<file path="src/hdl/bss_pkg.sv">
// shared constants and types of the byte substring search block
package bss_pkg;

    localparam int MAX_NEEDLE_DEF = 8;
    localparam int POS_BITS_DEF   = 16;

    localparam int NEEDLE_W = 64;
    localparam int LEN_W    = 4;
    localparam int OFFSET_W = 16;
    localparam int CFG_W    = 64;
    localparam int ADDR_W   = 2;

    localparam logic [ADDR_W-1:0] REG_NEEDLE_BYTES   = 2'd0;
    localparam logic [ADDR_W-1:0] REG_NEEDLE_LENGTH  = 2'd1;
    localparam logic [ADDR_W-1:0] REG_START_OFFSET   = 2'd2;
    localparam logic [ADDR_W-1:0] REG_SEARCH_REVERSE = 2'd3;

    typedef struct packed {
        logic [NEEDLE_W-1:0] needle_bytes;
        logic [LEN_W-1:0]    needle_length;
        logic [OFFSET_W-1:0] start_offset;
        logic                search_reverse;
    } cfg_t;

    typedef struct packed {
        logic step;
        logic last;
    } step_t;

endpackage

</file>
<file path="src/hdl/bss_match.sv">
// compares the newest window bytes against the needle for every length
module bss_match #(
    parameter int MAX_NEEDLE = bss_pkg::MAX_NEEDLE_DEF
) (
    input  logic [8*MAX_NEEDLE-1:0]       window,
    input  logic [bss_pkg::NEEDLE_W-1:0]  needle,
    input  logic [bss_pkg::LEN_W-1:0]     len,
    output logic                          match
);

    logic [MAX_NEEDLE:1] eq;

    genvar gl, gi;
    generate
        for (gl = 1; gl <= MAX_NEEDLE; gl++)
        begin : g_len
            logic [8*gl-1:0] expv;
            // needle byte 0 is the oldest byte of the window
            for (gi = 0; gi < gl; gi++)
            begin : g_byte
                assign expv[8*(gl-1-gi) +: 8] = needle[8*gi +: 8];
            end
            assign eq[gl] = (window[8*gl-1:0] == expv);
        end
    endgenerate

    always_comb
    begin
        match = 1'b0;
        for (int l = 1; l <= MAX_NEEDLE; l++)
        begin
            if (len == bss_pkg::LEN_W'(l) && eq[l])
            begin
                match = 1'b1;
            end
        end
    end

endmodule

</file>
<file path="src/hdl/bss_tracker.sv">
// stream state: window, byte count and the chosen match start
module bss_tracker #(
    parameter int MAX_NEEDLE = bss_pkg::MAX_NEEDLE_DEF,
    parameter int POS_BITS   = bss_pkg::POS_BITS_DEF
) (
    input  logic                clk,
    input  logic                rst_n,
    input  bss_pkg::cfg_t       cfg,
    input  bss_pkg::step_t      ctl,
    input  logic [7:0]          hay_byte,
    output logic [POS_BITS-1:0] res_position,
    output logic                res_found,
    output logic                res_overflow
);

    localparam int WIN_W = 8 * MAX_NEEDLE;
    localparam int CNT_W = POS_BITS + 1;
    localparam int CMP_W = ((POS_BITS > bss_pkg::OFFSET_W) ? POS_BITS : bss_pkg::OFFSET_W) + 1;
    localparam logic [bss_pkg::LEN_W-1:0] LEN_MAX = bss_pkg::LEN_W'(MAX_NEEDLE);

    logic [WIN_W-1:0]    window_reg, window_next;
    logic [CNT_W-1:0]    count_reg, count_next;
    logic                have_reg, have_next;
    logic [POS_BITS-1:0] best_reg, best_next;

    logic [CNT_W-1:0]    count_inc;
    logic [CNT_W-1:0]    pos_full;
    logic [CMP_W-1:0]    pos_cmp, start_cmp;
    logic                len_ok;
    logic                match;
    logic                take;

    generate
        if (MAX_NEEDLE > 1)
        begin : g_shift
            assign window_next = {window_reg[WIN_W-9:0], hay_byte};
        end
        else
        begin : g_single
            assign window_next = hay_byte;
        end
    endgenerate

    bss_match #(
        .MAX_NEEDLE(MAX_NEEDLE)
    ) u_match (
        .window (window_next),
        .needle (cfg.needle_bytes),
        .len    (cfg.needle_length),
        .match  (match)
    );

    always_comb
    begin
        count_inc = count_reg + CNT_W'(1);
        len_ok    = (cfg.needle_length != '0) && (cfg.needle_length <= LEN_MAX)
                    && (count_inc >= CNT_W'(cfg.needle_length));
        pos_full  = count_inc - CNT_W'(cfg.needle_length);
        pos_cmp   = CMP_W'(pos_full[POS_BITS-1:0]);
        start_cmp = CMP_W'(cfg.start_offset);

        // counting stops once the top bit is set
        take = 1'b0;
        if (!count_reg[POS_BITS] && len_ok && match)
        begin
            if (cfg.search_reverse)
            begin
                take = (pos_cmp <= start_cmp);
            end
            else
            begin
                take = !have_reg && (pos_cmp >= start_cmp);
            end
        end

        count_next = count_reg[POS_BITS] ? count_reg : count_inc;
        have_next  = have_reg || take;
        best_next  = take ? pos_full[POS_BITS-1:0] : best_reg;

        res_found    = have_next;
        res_overflow = count_next[POS_BITS];
        if (have_next)
        begin
            res_position = best_next;
        end
        else if (count_next[POS_BITS])
        begin
            res_position = '1;
        end
        else
        begin
            res_position = count_next[POS_BITS-1:0];
        end
    end

    always_ff @(posedge clk or negedge rst_n)
    begin
        if (!rst_n)
        begin
            window_reg <= '0;
            count_reg  <= '0;
            have_reg   <= 1'b0;
            best_reg   <= '0;
        end
        else if (ctl.step)
        begin
            if (ctl.last)
            begin
                window_reg <= '0;
                count_reg  <= '0;
                have_reg   <= 1'b0;
                best_reg   <= '0;
            end
            else
            begin
                window_reg <= window_next;
                count_reg  <= count_next;
                have_reg   <= have_next;
                best_reg   <= best_next;
            end
        end
    end

endmodule

</file>
<file path="src/hdl/byte_substring_search_top.sv">
// top level of the streaming byte substring search
//
// channel | dir | handshake          | contents
// s_axis  | in  | s_tvalid/s_tready  | tdata = hay_byte, tlast = last_byte
// m_axis  | out | m_tvalid/m_tready  | tdata = match_position, tuser = found, overflow
// cfg     | in  | cfg_we             | cfg_addr selects register, cfg_wdata value
//
// one byte per cycle sustained unless a last word waits behind a stalled result;
// the window compare and state update are combinational between the input register
// and state/result registers; m_tvalid rises once a haystack's last word advances.
// reset clears the stream state, the configuration and both valid flags.
// a stalled result blocks only a following last word; other bytes keep flowing.
module byte_substring_search_top #(
    parameter int MAX_NEEDLE = bss_pkg::MAX_NEEDLE_DEF,
    parameter int POS_BITS   = bss_pkg::POS_BITS_DEF
) (
    input  logic                        clk,
    input  logic                        rst_n,
    input  logic                        s_tvalid,
    output logic                        s_tready,
    input  logic [7:0]                  s_tdata,   // hay_byte
    input  logic                        s_tlast,   // last_byte
    output logic                        m_tvalid,
    input  logic                        m_tready,
    output logic [((POS_BITS+7)/8)*8-1:0] m_tdata, // match_position
    output logic [1:0]                  m_tuser,   // found, overflow
    input  logic                        cfg_we,
    input  logic [bss_pkg::ADDR_W-1:0]  cfg_addr,
    input  logic [bss_pkg::CFG_W-1:0]   cfg_wdata
);

    localparam int TDATA_W = ((POS_BITS + 7) / 8) * 8;

    bss_pkg::cfg_t       cfg_reg;
    bss_pkg::step_t      ctl;

    logic                in_valid_reg;
    logic [7:0]          in_byte_reg;
    logic                in_last_reg;

    logic                out_valid_reg;
    logic [POS_BITS-1:0] out_pos_reg;
    logic                out_found_reg;
    logic                out_ovf_reg;

    logic                out_free;
    logic                advance;
    logic [POS_BITS-1:0] res_position;
    logic                res_found;
    logic                res_overflow;

    assign out_free = !out_valid_reg || m_tready;
    assign advance  = in_valid_reg && (!in_last_reg || out_free);
    assign s_tready = !in_valid_reg || advance;
    assign ctl.step = advance;
    assign ctl.last = in_last_reg;

    always_ff @(posedge clk or negedge rst_n)
    begin
        if (!rst_n)
        begin
            cfg_reg <= '0;
        end
        else if (cfg_we)
        begin
            case (cfg_addr)
                bss_pkg::REG_NEEDLE_BYTES:
                    cfg_reg.needle_bytes <= cfg_wdata;
                bss_pkg::REG_NEEDLE_LENGTH:
                    cfg_reg.needle_length <= cfg_wdata[bss_pkg::LEN_W-1:0];
                bss_pkg::REG_START_OFFSET:
                    cfg_reg.start_offset <= cfg_wdata[bss_pkg::OFFSET_W-1:0];
                bss_pkg::REG_SEARCH_REVERSE:
                    cfg_reg.search_reverse <= cfg_wdata[0];
                default:
                    cfg_reg <= cfg_reg;
            endcase
        end
    end

    always_ff @(posedge clk or negedge rst_n)
    begin
        if (!rst_n)
        begin
            in_valid_reg <= 1'b0;
        end
        else if (s_tready)
        begin
            in_valid_reg <= s_tvalid;
        end
    end

    always_ff @(posedge clk)
    begin
        if (s_tready && s_tvalid)
        begin
            in_byte_reg <= s_tdata;
            in_last_reg <= s_tlast;
        end
    end

    bss_tracker #(
        .MAX_NEEDLE(MAX_NEEDLE),
        .POS_BITS  (POS_BITS)
    ) u_tracker (
        .clk          (clk),
        .rst_n        (rst_n),
        .cfg          (cfg_reg),
        .ctl          (ctl),
        .hay_byte     (in_byte_reg),
        .res_position (res_position),
        .res_found    (res_found),
        .res_overflow (res_overflow)
    );

    always_ff @(posedge clk or negedge rst_n)
    begin
        if (!rst_n)
        begin
            out_valid_reg <= 1'b0;
        end
        else if (out_free)
        begin
            out_valid_reg <= advance && in_last_reg;
        end
    end

    always_ff @(posedge clk)
    begin
        if (advance && in_last_reg)
        begin
            out_pos_reg   <= res_position;
            out_found_reg <= res_found;
            out_ovf_reg   <= res_overflow;
        end
    end

    assign m_tvalid = out_valid_reg;
    assign m_tdata  = TDATA_W'(out_pos_reg);
    assign m_tuser  = {out_ovf_reg, out_found_reg};

endmodule

</file>
<file path="config.mk">
export PLATFORM = sky130hd
export DESIGN_NAME = byte_substring_search_top
export DESIGN_NICKNAME = d
export VERILOG_FILES = /design/src/hdl/bss_pkg.sv /design/src/hdl/bss_match.sv /design/src/hdl/bss_tracker.sv /design/src/hdl/byte_substring_search_top.sv
export SDC_FILE = /design/constraint.sdc
export NUM_CORES = 1
export LEC_CHECK = 0
export ABC_CLOCK_PERIOD_IN_PS = 7240
export BUFFER_PORTS_ARGS = -buffer_cell sky130_fd_sc_hd__buf_2
export CAP_MARGIN = 30
export CORE_MARGIN = 2
export CORE_UTILIZATION = 62
export DETAILED_ROUTE_END_ITERATION = 8
export PLACE_DENSITY = 0.82
export SYNTH_ARGS = -nofsm -noshare
export SYNTH_HDL_FRONTEND = slang
export SYNTH_SLANG_ARGS = --single-unit
</file>
<file path="constraint.sdc">
create_clock -name clk -period 7.24 [get_ports clk]
set_input_delay 1.448 -clock clk [delete_from_list [all_inputs] [get_ports clk]]
set_output_delay 1.448 -clock clk [all_outputs]
set_load 0.1 [all_outputs]
</file>
==> results of run 1 <==
path summary, 6_finish.rpt:
| path | slack (ns) | to | cells past startpoint | start |
|---|---|---|---|---|
| setup / recovery | 1.01 | u_tracker.best_reg[4] | 18 | u_tracker.count_reg[0] |
| hold / removal | 0.49 | u_tracker.window_reg[49] | 2 | u_tracker.window_reg[49] |
| setup reg to reg | 1.01 | u_tracker.best_reg[4] | 18 | u_tracker.count_reg[0] |
| hold reg to reg | 0.49 | u_tracker.window_reg[49] | 2 | u_tracker.window_reg[49] |
| max in group asynchronous | 5.59 | in_valid_reg | 3 | rst_n |
| min in group asynchronous | 0.75 | u_tracker.best_reg[12] | 1 | rst_n |
Yosys cell counts (4+ instances only):
| master | count |
|---|---|
| dfrtp_1 | 177 |
| o31ai_1 | 7 |
| nand4b_1 | 4 |
| nand3_1 | 98 |
| ha_1 | 22 |
| nand4_1 | 125 |
| a22o_1 | 5 |
| or3_1 | 5 |
| xor2_1 | 49 |
| nor4b_1 | 5 |
| buf_2 | 6 |
| o21ai_0 | 21 |
| buf_1 | 25 |
| mux2_2 | 86 |
| or4_1 | 4 |
| and4_1 | 4 |
| nor2_1 | 34 |
| and2_1 | 8 |
| clkbuf_1 | 116 |
| edfxtp_1 | 27 |
| o22ai_1 | 16 |
| mux2i_1 | 18 |
| a21oi_1 | 17 |
| nor3_1 | 23 |
| o311ai_0 | 7 |
| nand2_1 | 175 |
| nor4_1 | 39 |
| nor4bb_1 | 5 |
| o311ai_2 | 7 |
| xnor2_1 | 278 |
| inv_1 | 43 |
layer usage:
layer	up-vias	track usage	part of all wire
met1	6042	0.5811	0.38
met2	936	0.6294	0.42
li1	5247	-	-
met5	-	0	0
met3	293	0.1336	0.13
met4	0	0.2433	0.074
stage by stage:
stage               cell area [sq um]  setup slack (ns)  total power [mW]  cells
floorplan                       13910             2.151             2.537   1505
global placement                14350             1.466             2.999   1755
detailed placement              14350             1.125             3.026   1756
CTS                             15120             1.094             4.227   1797
global route                    15180            0.6506             4.443   1799
finish                          15180             1.009             4.310   1799
cells by family after synthesis:
group	Yosys count	synth area share
and+or+nand+nor	550	0.2056
xor gates and xnor gates	327	0.2059
DFF	204	0.3767
buffers and inverters	194	0.05396
muxes	104	0.08256
AOI/OAI and AO/OA	103	0.05414
adders and majority gates	23	0.02122
worst register-to-register path, delay by kind of cell, from the launching register on:
| kind | cells | cell delay, ns |
|---|---|---|
| flops | 1 | 0.48 |
| compound gates | 6 | 1.76 |
| xor+xnor | 2 | 0.55 |
| buf+inv | 1 | 0.08 |
| fa+ha+maj | 3 | 0.89 |
| simple gates | 6 | 2.33 |
layout make-up:
| cell class | instances | area (sq um) | area share |
|---|---|---|---|
| repair buffers | 123 | 721.9 | 0.04756 |
| well taps | 280 | 350.3 | 0.02308 |
| multi-input cells | 1107 | 7929 | 0.5223 |
| inverters | 44 | 165.2 | 0.01088 |
| clock buffers | 28 | 634.4 | 0.04179 |
| clock inverters | 13 | 137.6 | 0.009067 |
| flip-flops and latches | 204 | 5241 | 0.3453 |
power groups by stage:
stage | logic, mW | registers [mW] | clock network, mW
after floorplan | 1.11 | 1.43 | 0
after global placement | 1.31 | 1.69 | 0
after detailed placement | 1.34 | 1.69 | 0
after CTS | 1.35 | 1.67 | 1.21
after global routing | 1.50 | 1.69 | 1.25
final | 1.40 | 1.70 | 1.21
==> results.cfg, run 1 <==
[run_status]
run_status = finished clean

[synth]
synth-seq-cells = 204
synth_edf_count = 27
async_reset_ff_frac = 0.8676
synth_top_area_cell = dfrtp_1
synthFlopType = dfrtp_1
synth_warnings = 0
syn_inst = 1505
synth_area_sq_um = 13910
synth.top_cells.by_area = dfrtp_1, xnor2_1, mux2_2
syn-num-nets = 1608
synth_cell_types = 62
ys_seq_area_frac = 0.3767
netlist.area_leader.share = 0.3184
syn_area_per_cell_sq_um = 9.244

[final_layout]
synthToLayoutAreaGrowth_pct = 9.111
largest_register_ffs = 85
post-route-util = 0.6934
nets = 1606
drive_gt1_frac = 0.1725
fillers = 1693
layout_commonest_cell = xnor2_1
final_cell_mix = xnor2_1, dfrtp_1, nand2_1
diodes = 0

[clock_network]
cts_max_path_buffers = 3
htreeDepth = 1
root_buffer = clkbuf_16
cts_buffers = 23
insertion_delay_ns = 0.56
cts_tree = done
ctsHoldBuffers = 0
postCtsSetupRepairBufs = 0
clock_sinks = 204
post_cts_resized = 0
path_clk_slew_ns = 0.06

[routing]
wl_um = 52030
dr.pass1.iters = 6
wl_per_cell_um = 28.92
drc = 0
avgViaCountPerCell = 6.958
drt_iter0_markers = 1837
ant_nets = 0
dr_total_vias = 12518

[run]
max_cap_violations = 0

[timing]
max_freq_mhz = 160.5
period_needed_ns = 6.231
relSlewSlack = 0.2795
clock_skew_ns = 0.03277
grt_setup_unrepaired = false
finalSetupViolCount = 0
period_share = 0.8607
hold_violations = 0
whs_ns = 0.4928
slew_violations = 0
finalSetupTns_ns = 0
worst_slew_pin_slew_ns = 1.074

[floorplan]
core_area_sq_um = 21890
ios = 100
start_util = 0.6355
die_area_sq_um = 23650
fp.dieW_um = 153.8
num_rows = 54
die_h_um = 153.8

[setup_path]
end_kind = flop
path_max_fanout = 17
path_class = reg2reg
critPathBufInv = 1
worst_path_most_repeated_cell = ha_1
worstPathCellList = ha_1 > xor2_1 > ha_1 > o21a_1 > o31a_1 > nor3_1 > nand3_1 > nor4_1 > xor2_1 > inv_1 > ha_1 > nand4_1 > or3_1 > o2111a_1 > a211o_1 > a221o_1 > nand2b_4 > o311ai_0
arrival_ns = 6.62
start_kind = flop
max_stage_delay_ns = 0.59
worst_ep_required_time_ns = 7.63
cp_slowest_cell = nor4_1
path_delay_family = simple AND/OR/NAND/NOR gates

[global_route]
grt_use_total = 0.4344
grt_pass1_wl_um = 76960
grt_pass1_vias = 12443
antenna_found_initial = 0
grt_max_degree = 83
grt.overflow.total = 0

[power]
p_clk_frac = 0.280
powerDensity_nw_per_um2 = 283.9
pwr-share-comb = 0.325
p_leak_nw = 6.126
p_seq_frac = 0.394
vdd_ir_drop_max_v = 0.0002241
p_int_mw = 2.589
switching_share = 0.3992
p_sw_mw = 1.721

[placed_design]
gp_congestion = 1.055
port-buffer-count = 99
hpwl_um = 37380

[min_path]
hp-class = reg2reg
No activity file was read; power rests on OpenSTA's default activity.
==> run 2: changes to the inputs <==
Settings changed: CELL_PAD_IN_SITES_DETAIL_PLACEMENT set to 0, CELL_PAD_IN_SITES_GLOBAL_PLACEMENT set to 1, CORE_UTILIZATION 62 to 48, PLACE_DENSITY 0.82 to unset, PLACE_DENSITY_LB_ADDON set to 0.1.
==> run 2 against run 1 <==
Clock skew decreased by 0.0049 ns; sequential cell count unchanged; clock power about the same; cell count increased by 5.6%; sequential power about the same; via count decreased by 4.3%; die area increased by 28%; critical path depth unchanged; global-route usage decreased by 9.0 points; design area increased by 0.48%; register-to-register slack got worse by 0.04 ns; first-iteration DRC count decreased by 20%; largest power group unchanged.
==> results.cfg, run 2 (synthesis results as in run 1) <==
[run_status]
run_status = finished clean

[clock_network]
cts_buffers = 24
path_clk_slew_ns = 0.06
clock_sinks = 204
htreeDepth = 1
cts_max_path_buffers = 3
postCtsSetupRepairBufs = 0
root_buffer = clkbuf_16
insertion_delay_ns = 0.55
cts_tree = done
ctsHoldBuffers = 0
post_cts_resized = 0

[power]
powerDensity_nw_per_um2 = 279.5
vdd_ir_drop_max_v = 0.0002749
p_leak_nw = 6.090

[routing]
wl_um = 52250
dr_total_vias = 11980
avgViaCountPerCell = 6.305
drc = 0
drt_iter0_markers = 1470
dr.pass1.iters = 6
wl_per_cell_um = 27.50
ant_nets = 0

[final_layout]
nets = 1603
largest_register_ffs = 85
layout_commonest_cell = xnor2_1
fillers = 2657
post-route-util = 0.5328
final_cell_mix = xnor2_1, dfrtp_1, nand2_1
synthToLayoutAreaGrowth_pct = 9.632
drive_gt1_frac = 0.1689
diodes = 0

[timing]
period_needed_ns = 6.270
fin_ws_ns = 0.9699
finalSetupViolCount = 0
max_freq_mhz = 159.5
hold_violations = 0
worst_slew_pin_slew_ns = 0.9654
finalSetupTns_ns = 0
period_share = 0.8660
slew_violations = 0
clock_skew_ns = 0.02783
grt_setup_unrepaired = false
relSlewSlack = 0.3564

[floorplan]
die_area_sq_um = 30360
ios = 100
fp.dieW_um = 174.2
core_area_sq_um = 28630
start_util = 0.4860
die_h_um = 174.2
num_rows = 62

[global_route]
grt_use_total = 0.3440
grt.overflow.total = 0
grt_max_degree = 78
grt_pass1_wl_um = 77450
grt_pass1_vias = 11628
antenna_found_initial = 0

[setup_path]
path_max_fanout = 17
path_class = reg2reg
end_kind = flop
worst_ep_required_time_ns = 7.65
start_kind = flop
arrival_ns = 6.68

[min_path]
hp-class = reg2reg

[placed_design]
place_ws_ns = 1.065
port-buffer-count = 99
hpwl_um = 38050
gp_congestion = 1.015

[run]
max_cap_violations = 0
run 2: cell types whose count changed in the layout (fill, tap and decap cells not counted), sizes merged:
cell,previous run,this run
clkinvlp,1,0
clkinv,10,5
inv,44,45
bufinv,2,1
buf,123,118
clkbuf,28,36
run 2: final cells by class:
| type | count | area (sq um) | share of cell area |
|---|---|---|---|
| multi-input cells | 1107 | 7931 | 0.5200 |
| flip-flops and latches | 204 | 5241 | 0.3436 |
| clock buffers | 35 | 681.9 | 0.04471 |
| repair buffers | 119 | 661.9 | 0.04340 |
| well taps | 384 | 480.5 | 0.03150 |
| inverters | 44 | 165.2 | 0.01083 |
| clock inverters | 7 | 90.09 | 0.005906 |
run 2: worst paths after layout:
path                                       endpoint  depth (start not counted)  slack, ns                      from
max in group asynchronous              in_valid_reg                          2       5.08                     rst_n
min                        u_tracker.window_reg[49]                          2       0.49  u_tracker.window_reg[49]
min in group asynchronous   u_tracker.count_reg[10]                          1       0.91                     rst_n
max reg2reg                   u_tracker.best_reg[3]                         18       0.97    u_tracker.count_reg[0]
max                           u_tracker.best_reg[3]                         18       0.97    u_tracker.count_reg[0]
min reg2reg                u_tracker.window_reg[49]                          2       0.49  u_tracker.window_reg[49]
run 2: metal layers:
| metal | vias up | wire length (um) | share of wire | track usage |
|---|---|---|---|---|
| met5 | - | 0 | 0 | 0 |
| met4 | 0 | 2375 | 0.045 | 0.1246 |
| met3 | 166 | 5387 | 0.10 | 0.07568 |
| met2 | 695 | 20770 | 0.40 | 0.4798 |
| met1 | 5871 | 23710 | 0.45 | 0.5189 |
| li1 | 5248 | - | - | - |
run 2: report_power, final:
part / switching (mW) / internal (mW) / leakage (nW)
registers: 0.406 / 1.30 / 2.52
logic: 0.790 / 0.580 / 3.20
clock network: 0.491 / 0.692 / 0.379
run 2: worst max-delay path, stage by stage, from the launching register on:
cell and delay, ns:
dfrtp_1 0.48, ha_1 0.28, xor2_1 0.22, ha_1 0.32, o21a_1 0.20, o31a_1 0.11
nor3_1 0.44, nand3_1 0.30, nor4_1 0.82, xor2_1 0.37, inv_1 0.09, ha_1 0.30
nand4_1 0.14, or3_1 0.42, o2111a_1 0.28, a211o_1 0.28, a221o_1 0.40, nand2b_4 0.30
o311ai_0 0.41
run 2: through the flow:
| step | power (mW) | hold slack [ns] | instance area, sq um | std cells |
|---|---|---|---|---|
| floorplan | 2.537 | 0.4596 | 13910 | 1505 |
| global placement | 3.036 | 0.4728 | 14460 | 1856 |
| detailed placement | 3.038 | 0.4793 | 14480 | 1858 |
| CTS | 4.233 | 0.4932 | 15250 | 1900 |
| global route | 4.441 | 0.5092 | 15250 | 1900 |
| finish | 4.263 | 0.4918 | 15250 | 1900 |
==> run 3: changes to the inputs <==
Settings changed: CORE_UTILIZATION 48 to 49, SYNTH_HIERARCHICAL set to 1.
==> run 3 against run 2 <==
Synthesized cell count decreased by 14%; sequential share of layout area is 2.0 points higher; critical path depth grew 3; cell count down 13%; routed wire length down 19%; largest power group unchanged; highest routed layer unchanged.
==> results.cfg, run 3 <==
[run_status]
run_status = finished clean

[synth]
synth_top_area_cell = dfrtp_1
synth-seq-cells = 204
synth_warnings = 6
syn_inst = 1288
synth.top_cells.by_area = dfrtp_1, xnor2_1, xor2_1
syn-num-nets = 1392
synth_most_common_cell = xnor2_1
ys_seq_area_frac = 0.3917
syn_area_per_cell_sq_um = 10.39
synth_area_sq_um = 13380
synthFlopType = dfrtp_1
synth_edf_count = 27
synth_cell_types = 71
async_reset_ff_frac = 0.8676
ys_top_cells_by_count = xnor2_1, dfrtp_1, xor2_1, mux2_2, nand4_1
netlist.area_leader.share = 0.3311

[clock_network]
insertion_delay_ns = 0.53
cts_max_path_buffers = 3
htreeDepth = 1
root_buffer = clkbuf_16
cts_buffers = 23
path_clk_slew_ns = 0.06
cts_tree = done
ctsHoldBuffers = 0
clock_sinks = 204
postCtsSetupRepairBufs = 0
post_cts_resized = 0

[global_route]
grt_use_total = 0.2917
grt_max_degree = 99
grt.overflow.total = 0
antenna_found_initial = 0
grt_pass1_vias = 9540
grt_pass1_wl_um = 61940

[power]
p_leak_nw = 6.017
p_int_mw = 2.415
p_clk_frac = 0.295
vdd_ir_drop_max_v = 0.0001515
p_seq_frac = 0.428
switching_share = 0.3631
powerDensity_nw_per_um2 = 263.5
p_sw_mw = 1.377
pwr-share-comb = 0.277

[final_layout]
stdcell_count = 1656
nets = 1404
multiInputGateArea_sq_um = 7214
register_area_sq_um = 5240
diodes = 0
synthToLayoutAreaGrowth_pct = 7.566
drive_gt1_frac = 0.2205
layout_commonest_cell = xnor2_1
fillers = 2461
largest_register_ffs = 85
final_cell_mix = xnor2_1, dfrtp_1, xor2_1

[floorplan]
die_h_um = 169.2
die_area_sq_um = 28640
core_area_sq_um = 26880
num_rows = 60
start_util = 0.4978
fp.dieW_um = 169.2
ios = 100

[setup_path]
worst_ep_required_time_ns = 7.71
reg2reg_depth = 21
end_kind = flop
path_class = reg2reg
ff2ff_setup_slack_ns = 1.66
arrival_ns = 6.05
start_kind = flop
path_max_fanout = 22
r2r_end = u_tracker/best_reg[2]
r2r_start = u_tracker/count_reg[0]

[min_path]
min_from = u_tracker/best_reg[0]
hp-class = reg2reg
min_path_cells = 1
worstHoldEndpoint = u_tracker/best_reg[0]

[routing]
drt_iter0_markers = 1099
dr_total_vias = 9980
avgViaCountPerCell = 6.027
wl_per_cell_um = 25.46
ant_nets = 0
wl_um = 42160
dr.pass1.iters = 7
drc = 0

[timing]
period_needed_ns = 5.581
slew_violations = 0
clock_skew_ns = 0.01694
hold_violations = 0
max_freq_mhz = 179.2
finalSetupViolCount = 0
relSlewSlack = 0.3636
grt_setup_unrepaired = false
period_share = 0.7708
finalSetupTns_ns = 0
worst_slew_pin_slew_ns = 0.9547

[placed_design]
gp_congestion = 0.9677
dp.cells = 1615
hpwl_um = 30060
port-buffer-count = 99

[run]
max_cap_violations = 0
[run 3: how the worst max path moves through the flow]
stage / endpoint / start / cells past startpoint / slack, ns
2_1_floorplan: m_tdata[11] / u_tracker/count_reg[1] / 22 / 2.51
3_3_place_gp: u_tracker/best_reg[13] / u_tracker/count_reg[0] / 20 / 1.50
3_5_place_dp: u_tracker/best_reg[4] / u_tracker/count_reg[0] / 20 / 1.32
4_1_cts: u_tracker/best_reg[4] / u_tracker/count_reg[0] / 20 / 1.27
5_1_grt: u_tracker/best_reg[13] / u_tracker/count_reg[0] / 21 / 1.20
6_report: u_tracker/best_reg[2] / u_tracker/count_reg[0] / 21 / 1.66
[run 3: power groups by stage]
stage	logic (mW)	registers [mW]	clock network [mW]
after CTS	1.04	1.61	1.14
after global placement	1.02	1.63	0
after global routing	1.14	1.63	1.18
after floorplan	0.924	1.41	0
after detailed placement	1.03	1.63	0
final	1.05	1.62	1.12
[run 3: layout make-up]
type | count | area share
clock buffers | 36 | 0.04756
clock inverters | 4 | 0.001652
inverters | 44 | 0.01148
multi-input cells | 911 | 0.5013
flip-flops and latches | 204 | 0.3641
well taps | 341 | 0.02965
repair buffers | 116 | 0.04425
[run 3: logic make-up after synthesis]
kind of cell,synth area share
AOI/OAI and AO/OA,0.09464
xor gates and xnor gates,0.2120
adders and majority gates,0.02301
buffers and inverters,0.07042
DFF,0.3917
muxes,0.07799
and+or+nand+nor,0.1303
[run 3: layer usage]
layer,part of all wire,track usage
met5,0,0
met4,0.030,0.08250
met3,0.096,0.05807
met2,0.41,0.4101
met1,0.46,0.4517
[run 3: per-stage QoR]
stage	worst slack (ns)	hold slack [ns]	cell area [sq um]	total power, mW	util
6_report	1.659	0.5003	14390	3.792	0.5355
5_1_grt	1.197	0.5087	14390	3.958	0.5355
4_1_cts	1.268	0.4925	14380	3.792	0.5349
3_5_place_dp	1.321	0.4753	13670	2.663	0.5086
3_3_place_gp	1.495	0.4781	13670	2.648	0.5086
2_1_floorplan	2.510	0.4569	13380	2.338	-
[run 3: worst max-delay path, cell delays in order (launching register included)]
cell and delay (ns):
dfrtp_1 0.52, ha_1 0.40, xor2_1 0.19, ha_1 0.31, o21ai_0 0.20, a21oi_1 0.07, nor3_1 0.39, and3_1 0.37
nand3_1 0.13, mux2i_1 0.19, xor2_1 0.30, inv_1 0.09, ha_1 0.31, nand4_1 0.14, or3_1 0.42, a21oi_1 0.14
nor4_1 0.08, xnor2_1 0.18, o211ai_2 0.14, buf_8 0.20, nor2_2 0.50, a22o_1 0.25
